**src/rtl/ppmdec_pkg.sv**
```systemverilog
// Shared types, codes and constants for the PWM-to-ppm decoder.
`timescale 1ns / 1ps

package ppmdec_pkg;

    localparam int TIME_BITS_DEF = 24;
    localparam int TIMEOUT_W     = 24;
    localparam int PPM_W         = 14;
    localparam int CFG_IDX_W     = 2;
    localparam int CFG_DATA_W    = 24;
    localparam int QDEPTH        = 2;
    localparam int QPTR_W        = 1;
    localparam int QCNT_W        = 2;

    localparam int HIGH_OFS = 2000;
    localparam int SUM_OFS  = 4000;

    localparam logic [TIMEOUT_W-1:0] TIMEOUT_RST = 24'd1500000;
    localparam logic [PPM_W-1:0]     RANGE_RST   = 14'd5000;

    localparam logic [CFG_IDX_W-1:0] REG_TIMEOUT = 2'd0;
    localparam logic [CFG_IDX_W-1:0] REG_RANGE   = 2'd1;

    localparam logic [1:0] ST_OK      = 2'd0;
    localparam logic [1:0] ST_TIMEOUT = 2'd1;
    localparam logic [1:0] ST_BAD     = 2'd2;

    typedef struct packed {
        logic pin_level;
        logic start_req;
    } tick_t;

    typedef struct packed {
        logic             done_res;
        logic [1:0]       status;
        logic [PPM_W-1:0] ppm;
    } result_t;

    typedef enum logic [2:0] {
        PH_IDLE,
        PH_WAIT_LOW,
        PH_WAIT_RISE,
        PH_HIGH,
        PH_LOW
    } phase_t;

    typedef enum logic [1:0] {
        B_IDLE,
        B_CHECK,
        B_DIV
    } bstate_t;

    typedef enum logic {
        JOB_TIMEOUT,
        JOB_MEASURE
    } job_kind_t;

    typedef struct packed {
        logic      push;
        job_kind_t kind;
    } job_ctl_t;

endpackage

```
**src/rtl/ppmdec_front.sv**
```systemverilog
// Front end: edge tracking, level timing and timeout detection per tick.
`timescale 1ns / 1ps

module ppmdec_front #(
    parameter int TIME_BITS = ppmdec_pkg::TIME_BITS_DEF
) (
    input  logic                             clk,
    input  logic                             rst_n,
    input  logic                             tick_accept,
    input  ppmdec_pkg::tick_t                tick,
    input  logic [ppmdec_pkg::TIMEOUT_W-1:0] timeout_lim,
    output ppmdec_pkg::job_ctl_t             job_ctl,
    output logic [TIME_BITS-1:0]             job_high,
    output logic [TIME_BITS-1:0]             job_low
);
    import ppmdec_pkg::*;

    localparam int CMP_W = (TIME_BITS > TIMEOUT_W) ? TIME_BITS : TIMEOUT_W;

    phase_t                 phase_reg, phase_next;
    logic [TIME_BITS-1:0]   wait_reg, wait_next;
    logic [TIME_BITS-1:0]   high_reg, high_next;
    logic [TIME_BITS-1:0]   low_reg, low_next;
    logic [TIME_BITS-1:0]   wait_inc;
    logic                   timed_out;

    function automatic logic [TIME_BITS-1:0] sat_inc(input logic [TIME_BITS-1:0] v);
        sat_inc = (v == {TIME_BITS{1'b1}}) ? v : v + 1'b1;
    endfunction

    assign wait_inc  = sat_inc(wait_reg);
    assign timed_out = CMP_W'(wait_inc) > CMP_W'(timeout_lim);

    always_ff @(posedge clk or negedge rst_n)
    begin
        if (!rst_n)
        begin
            phase_reg <= PH_IDLE;
            wait_reg  <= '0;
            high_reg  <= '0;
            low_reg   <= '0;
        end
        else
        begin
            phase_reg <= phase_next;
            wait_reg  <= wait_next;
            high_reg  <= high_next;
            low_reg   <= low_next;
        end
    end

    always_comb
    begin
        phase_next   = phase_reg;
        wait_next    = wait_reg;
        high_next    = high_reg;
        low_next     = low_reg;
        job_ctl.push = 1'b0;
        job_ctl.kind = JOB_TIMEOUT;
        if (tick_accept)
        begin
            case (phase_reg)
                PH_IDLE:
                begin
                    if (tick.start_req)
                    begin
                        phase_next = PH_WAIT_LOW;
                        wait_next  = '0;
                        high_next  = '0;
                        low_next   = '0;
                    end
                end
                PH_WAIT_LOW:
                begin
                    if (!tick.pin_level)
                    begin
                        phase_next = PH_WAIT_RISE;
                        wait_next  = '0;
                    end
                    else
                    begin
                        wait_next = wait_inc;
                        if (timed_out)
                        begin
                            job_ctl.push = 1'b1;
                            phase_next   = PH_IDLE;
                        end
                    end
                end
                PH_WAIT_RISE:
                begin
                    if (tick.pin_level)
                    begin
                        phase_next = PH_HIGH;
                        wait_next  = '0;
                        high_next  = TIME_BITS'(1);
                    end
                    else
                    begin
                        wait_next = wait_inc;
                        if (timed_out)
                        begin
                            job_ctl.push = 1'b1;
                            phase_next   = PH_IDLE;
                        end
                    end
                end
                PH_HIGH:
                begin
                    if (!tick.pin_level)
                    begin
                        phase_next = PH_LOW;
                        wait_next  = '0;
                        low_next   = TIME_BITS'(1);
                    end
                    else
                    begin
                        high_next = sat_inc(high_reg);
                        wait_next = wait_inc;
                        if (timed_out)
                        begin
                            job_ctl.push = 1'b1;
                            phase_next   = PH_IDLE;
                        end
                    end
                end
                PH_LOW:
                begin
                    if (tick.pin_level)
                    begin
                        job_ctl.push = 1'b1;
                        job_ctl.kind = JOB_MEASURE;
                        phase_next   = PH_IDLE;
                    end
                    else
                    begin
                        low_next  = sat_inc(low_reg);
                        wait_next = wait_inc;
                        if (timed_out)
                        begin
                            job_ctl.push = 1'b1;
                            phase_next   = PH_IDLE;
                        end
                    end
                end
                default:
                begin
                    phase_next = PH_IDLE;
                end
            endcase
        end
    end

    assign job_high = high_reg;
    assign job_low  = low_reg;

endmodule

```
**src/rtl/ppmdec_queue.sv**
```systemverilog
// Two-entry job queue between the tick front end and the ppm back end.
`timescale 1ns / 1ps

module ppmdec_queue #(
    parameter int W = 2 * ppmdec_pkg::TIME_BITS_DEF + 1
) (
    input  logic         clk,
    input  logic         rst_n,
    input  logic         push,
    input  logic [W-1:0] push_data,
    input  logic         pop,
    output logic         full,
    output logic         not_empty,
    output logic [W-1:0] head
);
    import ppmdec_pkg::*;

    logic [W-1:0]        entry_reg [QDEPTH];
    logic [QPTR_W-1:0]   wr_ptr_reg, rd_ptr_reg;
    logic [QCNT_W-1:0]   count_reg;

    assign full      = (count_reg == QCNT_W'(QDEPTH));
    assign not_empty = (count_reg != '0);
    assign head      = entry_reg[rd_ptr_reg];

    always_ff @(posedge clk)
    begin
        if (push)
        begin
            entry_reg[wr_ptr_reg] <= push_data;
        end
    end

    always_ff @(posedge clk or negedge rst_n)
    begin
        if (!rst_n)
        begin
            wr_ptr_reg <= '0;
            rd_ptr_reg <= '0;
            count_reg  <= '0;
        end
        else
        begin
            if (push)
            begin
                wr_ptr_reg <= wr_ptr_reg + 1'b1;
            end
            if (pop)
            begin
                rd_ptr_reg <= rd_ptr_reg + 1'b1;
            end
            case ({push, pop})
                2'b10:   count_reg <= count_reg + 1'b1;
                2'b01:   count_reg <= count_reg - 1'b1;
                default: count_reg <= count_reg;
            endcase
        end
    end

`ifndef ASSERT_OFF
    a_no_overflow: assert property (@(posedge clk) disable iff (!rst_n)
        push |-> !full)
        else $error("queue push while full");
    a_no_underflow: assert property (@(posedge clk) disable iff (!rst_n)
        pop |-> not_empty)
        else $error("queue pop while empty");
    a_count_bound: assert property (@(posedge clk) disable iff (!rst_n)
        count_reg <= QCNT_W'(QDEPTH))
        else $error("queue count out of range");
`endif

endmodule

```
**src/rtl/ppmdec_back.sv**
```systemverilog
// Back end: validity checks, scaling multiply and 14-step restoring division.
`timescale 1ns / 1ps

module ppmdec_back #(
    parameter int TIME_BITS = ppmdec_pkg::TIME_BITS_DEF
) (
    input  logic                         clk,
    input  logic                         rst_n,
    input  logic                         job_ready,
    input  ppmdec_pkg::job_kind_t        job_kind,
    input  logic [TIME_BITS-1:0]         job_high,
    input  logic [TIME_BITS-1:0]         job_low,
    output logic                         pop,
    input  logic [ppmdec_pkg::PPM_W-1:0] range_ppm,
    output logic                         out_valid,
    input  logic                         out_stall,
    output ppmdec_pkg::result_t          out_data
);
    import ppmdec_pkg::*;

    localparam int SW = TIME_BITS + 2;
    localparam int PW = TIME_BITS + PPM_W;
    localparam int CW = $clog2(PPM_W);

    bstate_t                state_reg, state_next;
    job_kind_t              kind_reg;
    logic [TIME_BITS-1:0]   high_reg, low_reg;
    logic [PW-1:0]          rem_reg, rem_next;
    logic [PW-1:0]          div_reg, div_next;
    logic [PPM_W-1:0]       quo_reg, quo_next;
    logic [CW-1:0]          cnt_reg, cnt_next;
    logic                   out_valid_reg, out_valid_next;
    result_t                out_data_reg, out_data_next;

    logic signed [SW-1:0]   num_s, den_s;
    logic [TIME_BITS-1:0]   num_u;
    logic [PW-1:0]          prod;
    logic [PW:0]            diff;
    logic                   bad;
    logic                   out_free;

    assign num_s = $signed({2'b00, high_reg}) - $signed(SW'(HIGH_OFS));
    assign den_s = $signed({2'b00, high_reg}) + $signed({2'b00, low_reg})
                   - $signed(SW'(SUM_OFS));
    assign num_u = num_s[TIME_BITS-1:0];
    assign prod  = {{TIME_BITS{1'b0}}, range_ppm} * {{PPM_W{1'b0}}, num_u};
    assign bad   = (high_reg == '0) || (low_reg == '0) || (den_s <= 0);
    assign diff  = {1'b0, rem_reg} - {1'b0, div_reg};

    assign out_free = !out_valid_reg || !out_stall;
    assign pop      = (state_reg == B_IDLE) && job_ready && out_free;

    always_ff @(posedge clk)
    begin
        if (pop)
        begin
            kind_reg <= job_kind;
            high_reg <= job_high;
            low_reg  <= job_low;
        end
        rem_reg      <= rem_next;
        div_reg      <= div_next;
        quo_reg      <= quo_next;
        out_data_reg <= out_data_next;
    end

    always_ff @(posedge clk or negedge rst_n)
    begin
        if (!rst_n)
        begin
            state_reg     <= B_IDLE;
            cnt_reg       <= '0;
            out_valid_reg <= 1'b0;
        end
        else
        begin
            state_reg     <= state_next;
            cnt_reg       <= cnt_next;
            out_valid_reg <= out_valid_next;
        end
    end

    always_comb
    begin
        state_next     = state_reg;
        rem_next       = rem_reg;
        div_next       = div_reg;
        quo_next       = quo_reg;
        cnt_next       = cnt_reg;
        out_data_next  = out_data_reg;
        out_valid_next = out_valid_reg && out_stall;
        case (state_reg)
            B_IDLE:
            begin
                if (pop)
                begin
                    state_next = B_CHECK;
                end
            end
            B_CHECK:
            begin
                state_next             = B_IDLE;
                out_valid_next         = 1'b1;
                out_data_next.done_res = 1'b1;
                out_data_next.status   = ST_OK;
                out_data_next.ppm      = '0;
                if (kind_reg == JOB_TIMEOUT)
                begin
                    out_data_next.status = ST_TIMEOUT;
                end
                else if (bad)
                begin
                    out_data_next.status = ST_BAD;
                end
                else if (num_s <= 0)
                begin
                    out_data_next.ppm = '0;
                end
                else if (num_s >= den_s)
                begin
                    // quotient reaches full scale: clamp
                    out_data_next.ppm = range_ppm;
                end
                else
                begin
                    // quotient fits in PPM_W bits, so start with divisor << (PPM_W-1)
                    out_valid_next = 1'b0;
                    state_next     = B_DIV;
                    rem_next       = prod;
                    div_next       = PW'(den_s[TIME_BITS:0]) << (PPM_W - 1);
                    quo_next       = '0;
                    cnt_next       = CW'(PPM_W - 1);
                end
            end
            B_DIV:
            begin
                if (!diff[PW])
                begin
                    rem_next = diff[PW-1:0];
                end
                quo_next = {quo_reg[PPM_W-2:0], !diff[PW]};
                div_next = div_reg >> 1;
                cnt_next = cnt_reg - 1'b1;
                if (cnt_reg == '0)
                begin
                    state_next             = B_IDLE;
                    out_valid_next         = 1'b1;
                    out_data_next.done_res = 1'b1;
                    out_data_next.status   = ST_OK;
                    out_data_next.ppm      = {quo_reg[PPM_W-2:0], !diff[PW]};
                end
            end
            default:
            begin
                state_next = B_IDLE;
            end
        endcase
    end

    assign out_valid = out_valid_reg;
    assign out_data  = out_data_reg;

`ifndef ASSERT_OFF
    a_pop_free: assert property (@(posedge clk) disable iff (!rst_n)
        pop |-> !(out_valid_reg && out_stall))
        else $error("job taken while result register is blocked");
    a_div_no_write: assert property (@(posedge clk) disable iff (!rst_n)
        (state_reg == B_DIV) |-> (!out_valid_reg || $past(state_reg) != B_DIV))
        else $error("result register busy during division");
    a_fail_zero: assert property (@(posedge clk) disable iff (!rst_n)
        (out_valid_reg && out_data_reg.status != ST_OK) |-> (out_data_reg.ppm == '0))
        else $error("failed measurement carries nonzero ppm");
`endif

endmodule

```
**src/rtl/pwm_pulse_to_ppm_decoder_top.sv**
```systemverilog
// Top level of the PWM-to-ppm decoder: config registers, front, queue, back.
//
//  port group   dir  transfer when           payload
//  in_*         in   in_valid && !in_stall   tick_t   {pin_level, start_req}
//  out_*        out  out_valid && !out_stall result_t {done_res, status, ppm}
//  cfg_*        in   cfg_we                  cfg_index selects register, cfg_data
//
// One tick is taken per cycle while the two-entry job queue has room.
// Timeouts, bad timing and clamped values are resolved in the check state;
// other results come from the 14-step restoring divider that follows it.
// Reset clears the phase machine, queue and result valid; no clearing pass.
// in_stall is high only while the job queue is full; out_stall only holds
// the result register and, through the queue, the input.
`timescale 1ns / 1ps

module pwm_pulse_to_ppm_decoder_top #(
    parameter int TIME_BITS = ppmdec_pkg::TIME_BITS_DEF
) (
    input  logic                              clk,
    input  logic                              rst_n,
    input  logic                              in_valid,
    output logic                              in_stall,
    input  ppmdec_pkg::tick_t                 in_data,
    output logic                              out_valid,
    input  logic                              out_stall,
    output ppmdec_pkg::result_t               out_data,
    input  logic                              cfg_we,
    input  logic [ppmdec_pkg::CFG_IDX_W-1:0]  cfg_index,
    input  logic [ppmdec_pkg::CFG_DATA_W-1:0] cfg_data
);
    import ppmdec_pkg::*;

    localparam int JW = 2 * TIME_BITS + 1;

    logic [TIMEOUT_W-1:0]  timeout_reg;
    logic [PPM_W-1:0]      range_reg;

    job_ctl_t              job_ctl;
    logic [TIME_BITS-1:0]  job_high, job_low;
    logic [JW-1:0]         q_head;
    logic                  q_full, q_not_empty, q_pop;
    job_kind_t             head_kind;

    always_ff @(posedge clk or negedge rst_n)
    begin
        if (!rst_n)
        begin
            timeout_reg <= TIMEOUT_RST;
            range_reg   <= RANGE_RST;
        end
        else if (cfg_we)
        begin
            case (cfg_index)
                REG_TIMEOUT: timeout_reg <= cfg_data[TIMEOUT_W-1:0];
                REG_RANGE:   range_reg   <= cfg_data[PPM_W-1:0];
                default:     ;
            endcase
        end
    end

    assign in_stall = q_full;

    ppmdec_front #(
        .TIME_BITS (TIME_BITS)
    ) u_front (
        .clk         (clk),
        .rst_n       (rst_n),
        .tick_accept (in_valid && !in_stall),
        .tick        (in_data),
        .timeout_lim (timeout_reg),
        .job_ctl     (job_ctl),
        .job_high    (job_high),
        .job_low     (job_low)
    );

    ppmdec_queue #(
        .W (JW)
    ) u_queue (
        .clk       (clk),
        .rst_n     (rst_n),
        .push      (job_ctl.push),
        .push_data ({job_ctl.kind, job_high, job_low}),
        .pop       (q_pop),
        .full      (q_full),
        .not_empty (q_not_empty),
        .head      (q_head)
    );

    assign head_kind = job_kind_t'(q_head[JW-1]);

    ppmdec_back #(
        .TIME_BITS (TIME_BITS)
    ) u_back (
        .clk       (clk),
        .rst_n     (rst_n),
        .job_ready (q_not_empty),
        .job_kind  (head_kind),
        .job_high  (q_head[2*TIME_BITS-1:TIME_BITS]),
        .job_low   (q_head[TIME_BITS-1:0]),
        .pop       (q_pop),
        .range_ppm (range_reg),
        .out_valid (out_valid),
        .out_stall (out_stall),
        .out_data  (out_data)
    );

endmodule

```
**config.mk**
```make
export PLATFORM = sky130hd
export DESIGN_NAME = pwm_pulse_to_ppm_decoder_top
export DESIGN_NICKNAME = d
export VERILOG_FILES = /design/src/rtl/ppmdec_pkg.sv /design/src/rtl/ppmdec_front.sv /design/src/rtl/ppmdec_queue.sv /design/src/rtl/ppmdec_back.sv /design/src/rtl/pwm_pulse_to_ppm_decoder_top.sv
export SDC_FILE = /design/constraint.sdc
export NUM_CORES = 2
export LEC_CHECK = 0
export ABC_AREA = 1
export BUFFER_PORTS_ARGS = -buffer_cell sky130_fd_sc_hd__buf_2
export CAP_MARGIN = 15
export CELL_PAD_IN_SITES_DETAIL_PLACEMENT = 2
export CELL_PAD_IN_SITES_GLOBAL_PLACEMENT = 2
export CORE_ASPECT_RATIO = 0.7
export CORE_MARGIN = 3
export CORE_UTILIZATION = 40
export DETAILED_ROUTE_END_ITERATION = 16
export PLACE_DENSITY = 0.83
export SLEW_MARGIN = 30
export SYNTH_ARGS = -nofsm -noshare
export SYNTH_HDL_FRONTEND = slang
export SYNTH_SLANG_ARGS = --single-unit
export TNS_END_PERCENT = 10
```
**constraint.sdc**
```tcl
create_clock -name clk -period 9.7 [get_ports clk]
set_input_delay 1.94 -clock clk [delete_from_list [all_inputs] [get_ports clk]]
set_output_delay 1.94 -clock clk [all_outputs]
set_load 0.005 [all_outputs]
```
Word-level counts from Yosys, hierarchy flattened
Memories as Yosys holds them, arrays and structs flattened. A register that Yosys moved wholly into a read port is not among the register bits.
Index checks and enable logic that the tools add are counted.
{"block": "word_totals", "reg_bits": 230, "wordCells": 171, "input_bits": 33, "mem_bits_rw": 98, "output_inout_bits": 19, "mem_count": 1}
{"memory": "u_queue.entry_reg", "depth": 2, "word_bits": 49, "rd": 1, "rd_clocked_by_memory_dff": 1, "wr": 1, "line": "ppmdec_queue.sv:18", "source": "logic [W-1:0] entry_reg [QDEPTH];"}
{"block": "op_classes", "n_reduce_logical": 34, "n_eq_ne": 27, "muxes": 74, "magnitude_cmp": 4, "addsub": 12, "mul": 1}
{"op": "$mux 38", "n": 9}
{"op": "$mux 24", "n": 11}
{"op": "$pmux 38 s2", "n": 2}
{"op": "$pmux 24 s3", "n": 2}
{"op": "$pmux 24 s4", "n": 1}
{"op": "$add 24x1->24 const B", "n": 3}
{"op": "$eq 24x24->1 const B", "n": 3}
{"op": "$mux 14", "n": 4}
{"op": "$mux 13", "n": 4}
{"op": "$logic_not 24->1", "n": 2}
{"op": "$sub 38x38->39", "n": 1}
{"op": "$mul 14x24->38", "n": 1}
{"op": "$pmux 17 s2", "n": 1}
{"op": "$ge 25x26->1", "n": 1}
{"op": "$le 26x1->1 const B", "n": 1}
{"op": "$pmux 13 s2", "n": 1}
{"op": "$sub 25x12->26 const B", "n": 1}
{"op": "$add 24x24->25", "n": 1}
{"op": "$le 25x1->1 const B", "n": 1}
{"op": "$sub 24x11->25 const B", "n": 1}
{"op": "$gt 24x24->1", "n": 1}
{"op": "$ne 2x2->1 const B", "n": 12}
{"op": "$mux 2", "n": 9}
{"op": "$mux 3", "n": 6}
{"op": "33 further kinds", "n": 73}

Logic depth before layout (Yosys ltp)
{"block": "depth", "depth_word": 9, "mapped_depth": 34, "mapped_depth_nobuf": 34}

Modules after synthesis
Synthesis repeated with hierarchy kept, for this count alone.
{"block": "unflattened", "cells_unflattened": 4263, "hier_area_um2": 34217.8}
{"module": "ppmdec_back", "seq_area_each_um2": 4799.6, "n_inst": 1, "cells_per_inst": 2956, "area_each_um2": 22851.9}
{"module": "ppmdec_front", "seq_area_each_um2": 1876.8, "n_inst": 1, "cells_per_inst": 857, "area_each_um2": 5759.3}
{"module": "ppmdec_queue", "seq_area_each_um2": 3042.9, "n_inst": 1, "cells_per_inst": 280, "area_each_um2": 3916.3}
{"module": "pwm_pulse_to_ppm_decoder_top", "seq_area_each_um2": 969.7, "n_inst": 1, "cells_per_inst": 170, "area_each_um2": 1690.4}

Least setup slack after synthesis
Ideal clock, no wire load.
{"block": "synth_path", "path_kind": "register to register", "from": "register u_back.high_reg[4], read port of u_queue.entry_reg", "to": "register u_back.rem_reg[21] (data pin)", "stages_incl_launch_ff": 34, "slack_ps": 2681, "synth_period_minus_slack_ps": 7019, "t_arrival_ps": 6757, "setup_ps": 262, "required_time_ps": 9438, "n_path_buf": 2, "cell_sequence": "edfxtp_1 > buf_2 > clkinv_1 > ha_1 > nor2_4 > nand2_1 > nand2_1 > nand2_1 > and2_1 > clkbuf_1 > inv_1 > nor2_1 > fa_1 > inv_1 > fa_1 > inv_1 > fa_1 > fa_1 > fa_1 > inv_1 > fa_1 > inv_1 > ha_1 > a21oi_1 > inv_1 > a31oi_1 > o21ai_0 > inv_1 > o21ai_0 > a21oi_1 > inv_1 > o21ai_0 > a21oi_1 > or2_2"}
{"block": "synth_between", "elab_chain_len": 7}
{"item": "from (decl)", "line": "ppmdec_back.sv:27", "source": "logic [TIME_BITS-1:0] high_reg, low_reg;"}
{"item": "$sub 24x11->25", "line": "ppmdec_back.sv:42", "source": "assign num_s = $signed({2'b00, high_reg}) - $signed(SW'(HIGH_OFS));"}
{"item": "$mul 14x24->38", "line": "ppmdec_back.sv:46", "source": "assign prod = {{TIME_BITS{1'b0}}, range_ppm} * {{PPM_W{1'b0}}, num_u};"}
{"item": "$mux 38", "line": "ppmdec_back.sv:119", "source": "else if (num_s >= den_s)"}
{"item": "$mux 38", "line": "ppmdec_back.sv:115", "source": "else if (num_s <= 0)"}
{"item": "$mux 38", "line": "ppmdec_back.sv:111", "source": "else if (bad)"}
{"item": "$mux 38", "line": "ppmdec_back.sv:107", "source": "if (kind_reg == JOB_TIMEOUT)"}
{"item": "$pmux 38 s2", "line": "ppmdec_back.sv:92", "source": "case (state_reg)"}
{"item": "via u_back.rem_next[21]", "line": "ppmdec_back.sv:28", "source": "logic [PW-1:0] rem_reg, rem_next;"}
{"item": "to (signal assigned)", "line": "ppmdec_back.sv:61", "source": "rem_reg <= rem_next;"}
{"item": "to (decl)", "line": "ppmdec_back.sv:28"}
The timed path passes the listed nets, and every way through them passes these cells. The select of a mux whose other input is x is not followed.
A chain may end at the register's enable or synchronous reset.

Worst setup path after layout
{"block": "layout_path", "from": "register u_back.high_reg[4], read port of u_queue.entry_reg", "to": "register u_back.rem_reg[20] (data pin)"}
Same word-level chain as after synthesis.

==> flow_metrics.py <==
metrics = {
    "status": {
        "status": "finished clean",
    },
    "critical_path": {
        "worstSetupPathType": "reg -> reg",
        "worstPathArrival_ps": 9310,
        "endpoint_kind": "register",
        "ff2ff_path_depth": 25,
        "crit_path_max_fanout": 11,
        "max_stage_delay_ps": 730,
        "critical_path_required_ps": 10040,
        "startpoint_type": "register",
        "r2r_slack_ps": 730,
        "crit_end": "u_back.rem_reg[20]",
        "critPathLaunch": "u_back.high_reg[4]",
        "crit_path_frequent_cell": "fa_1",
        "r2r_end": "u_back.rem_reg[20]",
        "cp_slowest_cell": "edfxtp_1",
        "timing.rr.start": "u_back.high_reg[4]",
    },
    "logic_synthesis": {
        "syn_avg_cell_area_um2": 8.25,
        "synth_warnings": 0,
        "synthArstFlopShare_pct": 33.0,
        "synth_top_area_share_pct": 23.0,
        "netlist_instances": 3995,
        "yosysTopAreaCell": "edfxtp_1",
        "syn_nets": 4539,
        "yosysUniqueCellTypes": 58,
        "ys_ff_latch": 376,
        "dominantRegCellSynth": "edfxtp_1",
        "yosysSeqAreaShare_pct": 32.4,
        "synth_edf_count": 252,
        "netlist_area_mm2": 0.0330,
        "synth_common_cells": "873 x nand2_1, 808 x inv_1, 400 x nor2_1, 263 x fa_1, 252 x edfxtp_1",
        "synth_area_leaders": "edfxtp_1 23%, fa_1 16%, nand2_1 9.9%",
        "yosysMostFrequentCell": "nand2_1",
    },
    "cts": {
        "postCtsSetupBuffers": 0,
        "holdBufCountCts": 0,
        "cts_tree": "yes",
        "cts.sinks": 376,
        "clk_path_buf_depth": 3,
        "clk_pin_slew_ps": 70,
        "cts_resized": 0,
        "root_buffer": "clkbuf_16",
        "cts_buffers": 42,
        "clk_latency_ps": 620,
        "htreeDepth": 2,
    },
    "global_route": {
        "grt_overflow_total": 0,
        "grt_pass1_vias": 31860,
        "grt_max_degree": 79,
        "grt_antenna_before_repair": 4,
        "grt_pass1_wl_mm": 194,
        "track_usage_pct": 29.7,
    },
    "floorplanning": {
        "die-area_mm2": 0.0859,
        "die_width_um": 349,
        "rows": 87,
        "die_height_um": 246,
        "io_pins": 52,
        "start_util_pct": 40.6,
        "design.core.area_mm2": 0.0811,
    },
    "finish": {
        "final_layout_size_suffix_gt1_share_pct": 6.45,
        "nets": 4570,
        "area.growth.synth_to_final_pct": 8.81,
        "largest_reg_flops": 98,
        "fillerInstances": 9114,
    },
    "placed_design": {
        "port_buffers": 50,
        "dpl.hpwl_mm": 98.5,
        "gp_congestion": 0.902,
    },
    "route": {
        "wl_per_cell_um": 24.6,
        "via_count": 28374,
        "final_antenna_net_count": 0,
        "wirelength_mm": 126,
        "vias_per_cell": 5.53,
        "dr.pass1.iters": 6,
        "drc_errors": 0,
        "first_iter_violations": 2211,
    },
    "worst_hold_path": {
        "hold_class": "reg -> reg",
    },
    "sta": {
        "worst_slew_pin_slew_ps": 1010,
        "final-max-slew-violation-count": 0,
        "period_minus_slack_ps": 8970,
        "final_hold_viol_count": 0,
        "clock_skew_ps": 42.0,
        "finalCritPeriodShare_pct": 92.4,
        "setup_viol": 0,
        "slew_headroom_pct": 32.0,
        "fmax_mhz": 112,
        "rsz0062_at_grt": "false",
        "tns_ps": 0,
    },
    "run": {
        "drv_cap": 0,
    },
}
[final cells by class]
class	count	area, um2	area share, %
tap	1068	1340	3.73
antenna	2	5.00	0.0140
inverter	820	3080	8.58
sequential	376	10700	29.8
multi-input combinational	2708	18900	52.6
timing repair buffer	78	485	1.35
clock inverter	25	274	0.764
clock buffer	53	1130	3.16
[kinds of logic after synthesis]
| logic type | after synthesis | synth area share [%] |
|---|---|---|
| muxes | 50 | 1.71 |
| and+or+nand+nor | 1568 | 19.8 |
| xor gates and xnor gates | 47 | 1.25 |
| adders and majority gates | 511 | 25.4 |
| DFF | 376 | 32.4 |
| AOI/OAI and AO/OA | 531 | 8.95 |
| buffers and inverters | 911 | 10.5 |
| other | 1 | 0.0114 |
[how the worst min path moves through the flow]
| stage | slack, ps | start | depth (start not counted) | endpoint |
|---|---|---|---|---|
| after floorplan | 440 | u_back.cnt_reg[1] | 2 | u_back.cnt_reg[1] |
| after global placement | 460 | u_back.cnt_reg[2] | 2 | u_back.cnt_reg[2] |
| after detailed placement | 470 | u_back.cnt_reg[2] | 2 | u_back.cnt_reg[2] |
| after CTS | 490 | u_back.cnt_reg[2] | 2 | u_back.cnt_reg[2] |
| after global routing | 500 | timeout_reg[18] | 2 | timeout_reg[18] |
| final | 480 | u_back.cnt_reg[1] | 2 | u_back.cnt_reg[1] |
[metrics by stage]
stage	cells	utilization (%)	cell area, um2	worst slack, ps	hold WS (ps)
2_1_floorplan	3995	-	33000	2680	442
3_3_place_gp	5046	42.4	34400	1390	456
3_5_place_dp	5046	42.4	34400	975	471
4_1_cts	5124	44.2	35800	943	487
5_1_grt	5128	44.2	35900	363	501
6_report	5130	44.2	35900	733	484
[critical path: cells and delay by family (launching register included)]
| family | cells | cell delay (ps) |
|---|---|---|
| buffers and inverters | 6 | 1270 |
| adders and majority gates | 8 | 3920 |
| DFF | 1 | 730 |
| AOI/OAI and AO/OA | 5 | 1430 |
| and+or+nand+nor | 6 | 1330 |
[layout by cell type, fill, tap and decap left out, types with 14 or more instances in the layout]
cell / instances
nand2_1: 873
inv_1: 806
nor2_1: 396
fa_1: 263
edfxtp_1: 252
ha_1: 247
a21oi_1: 203
o21ai_0: 193
nand3_1: 115
dfrtp_1: 108
nand4_1: 63
mux2_2: 50
buf_2: 49
clkbuf_16: 42
nor3_1: 35
a31oi_1: 35
xor2_1: 29
buf_4: 24
xnor2_1: 18
clkinv_1: 15
nor4_1: 15
dfstp_2: 15
o21a_1: 14
o21bai_1: 14
[routing by layer]
metal  up-vias  routed length, um  track usage, %  share of wire (%)
met5         -                 33               0              0.026
met2       758              58300            48.4                 46
met1     14643              55900            40.2                 44
met3       211               8480            5.99                6.7
li1      12758                  -               -                  -
met4         4               3420            8.54                2.7
Power is left out: the tool's default activity adds up to more than one toggle a clock period on the data nets, which glitch-free logic cannot reach.
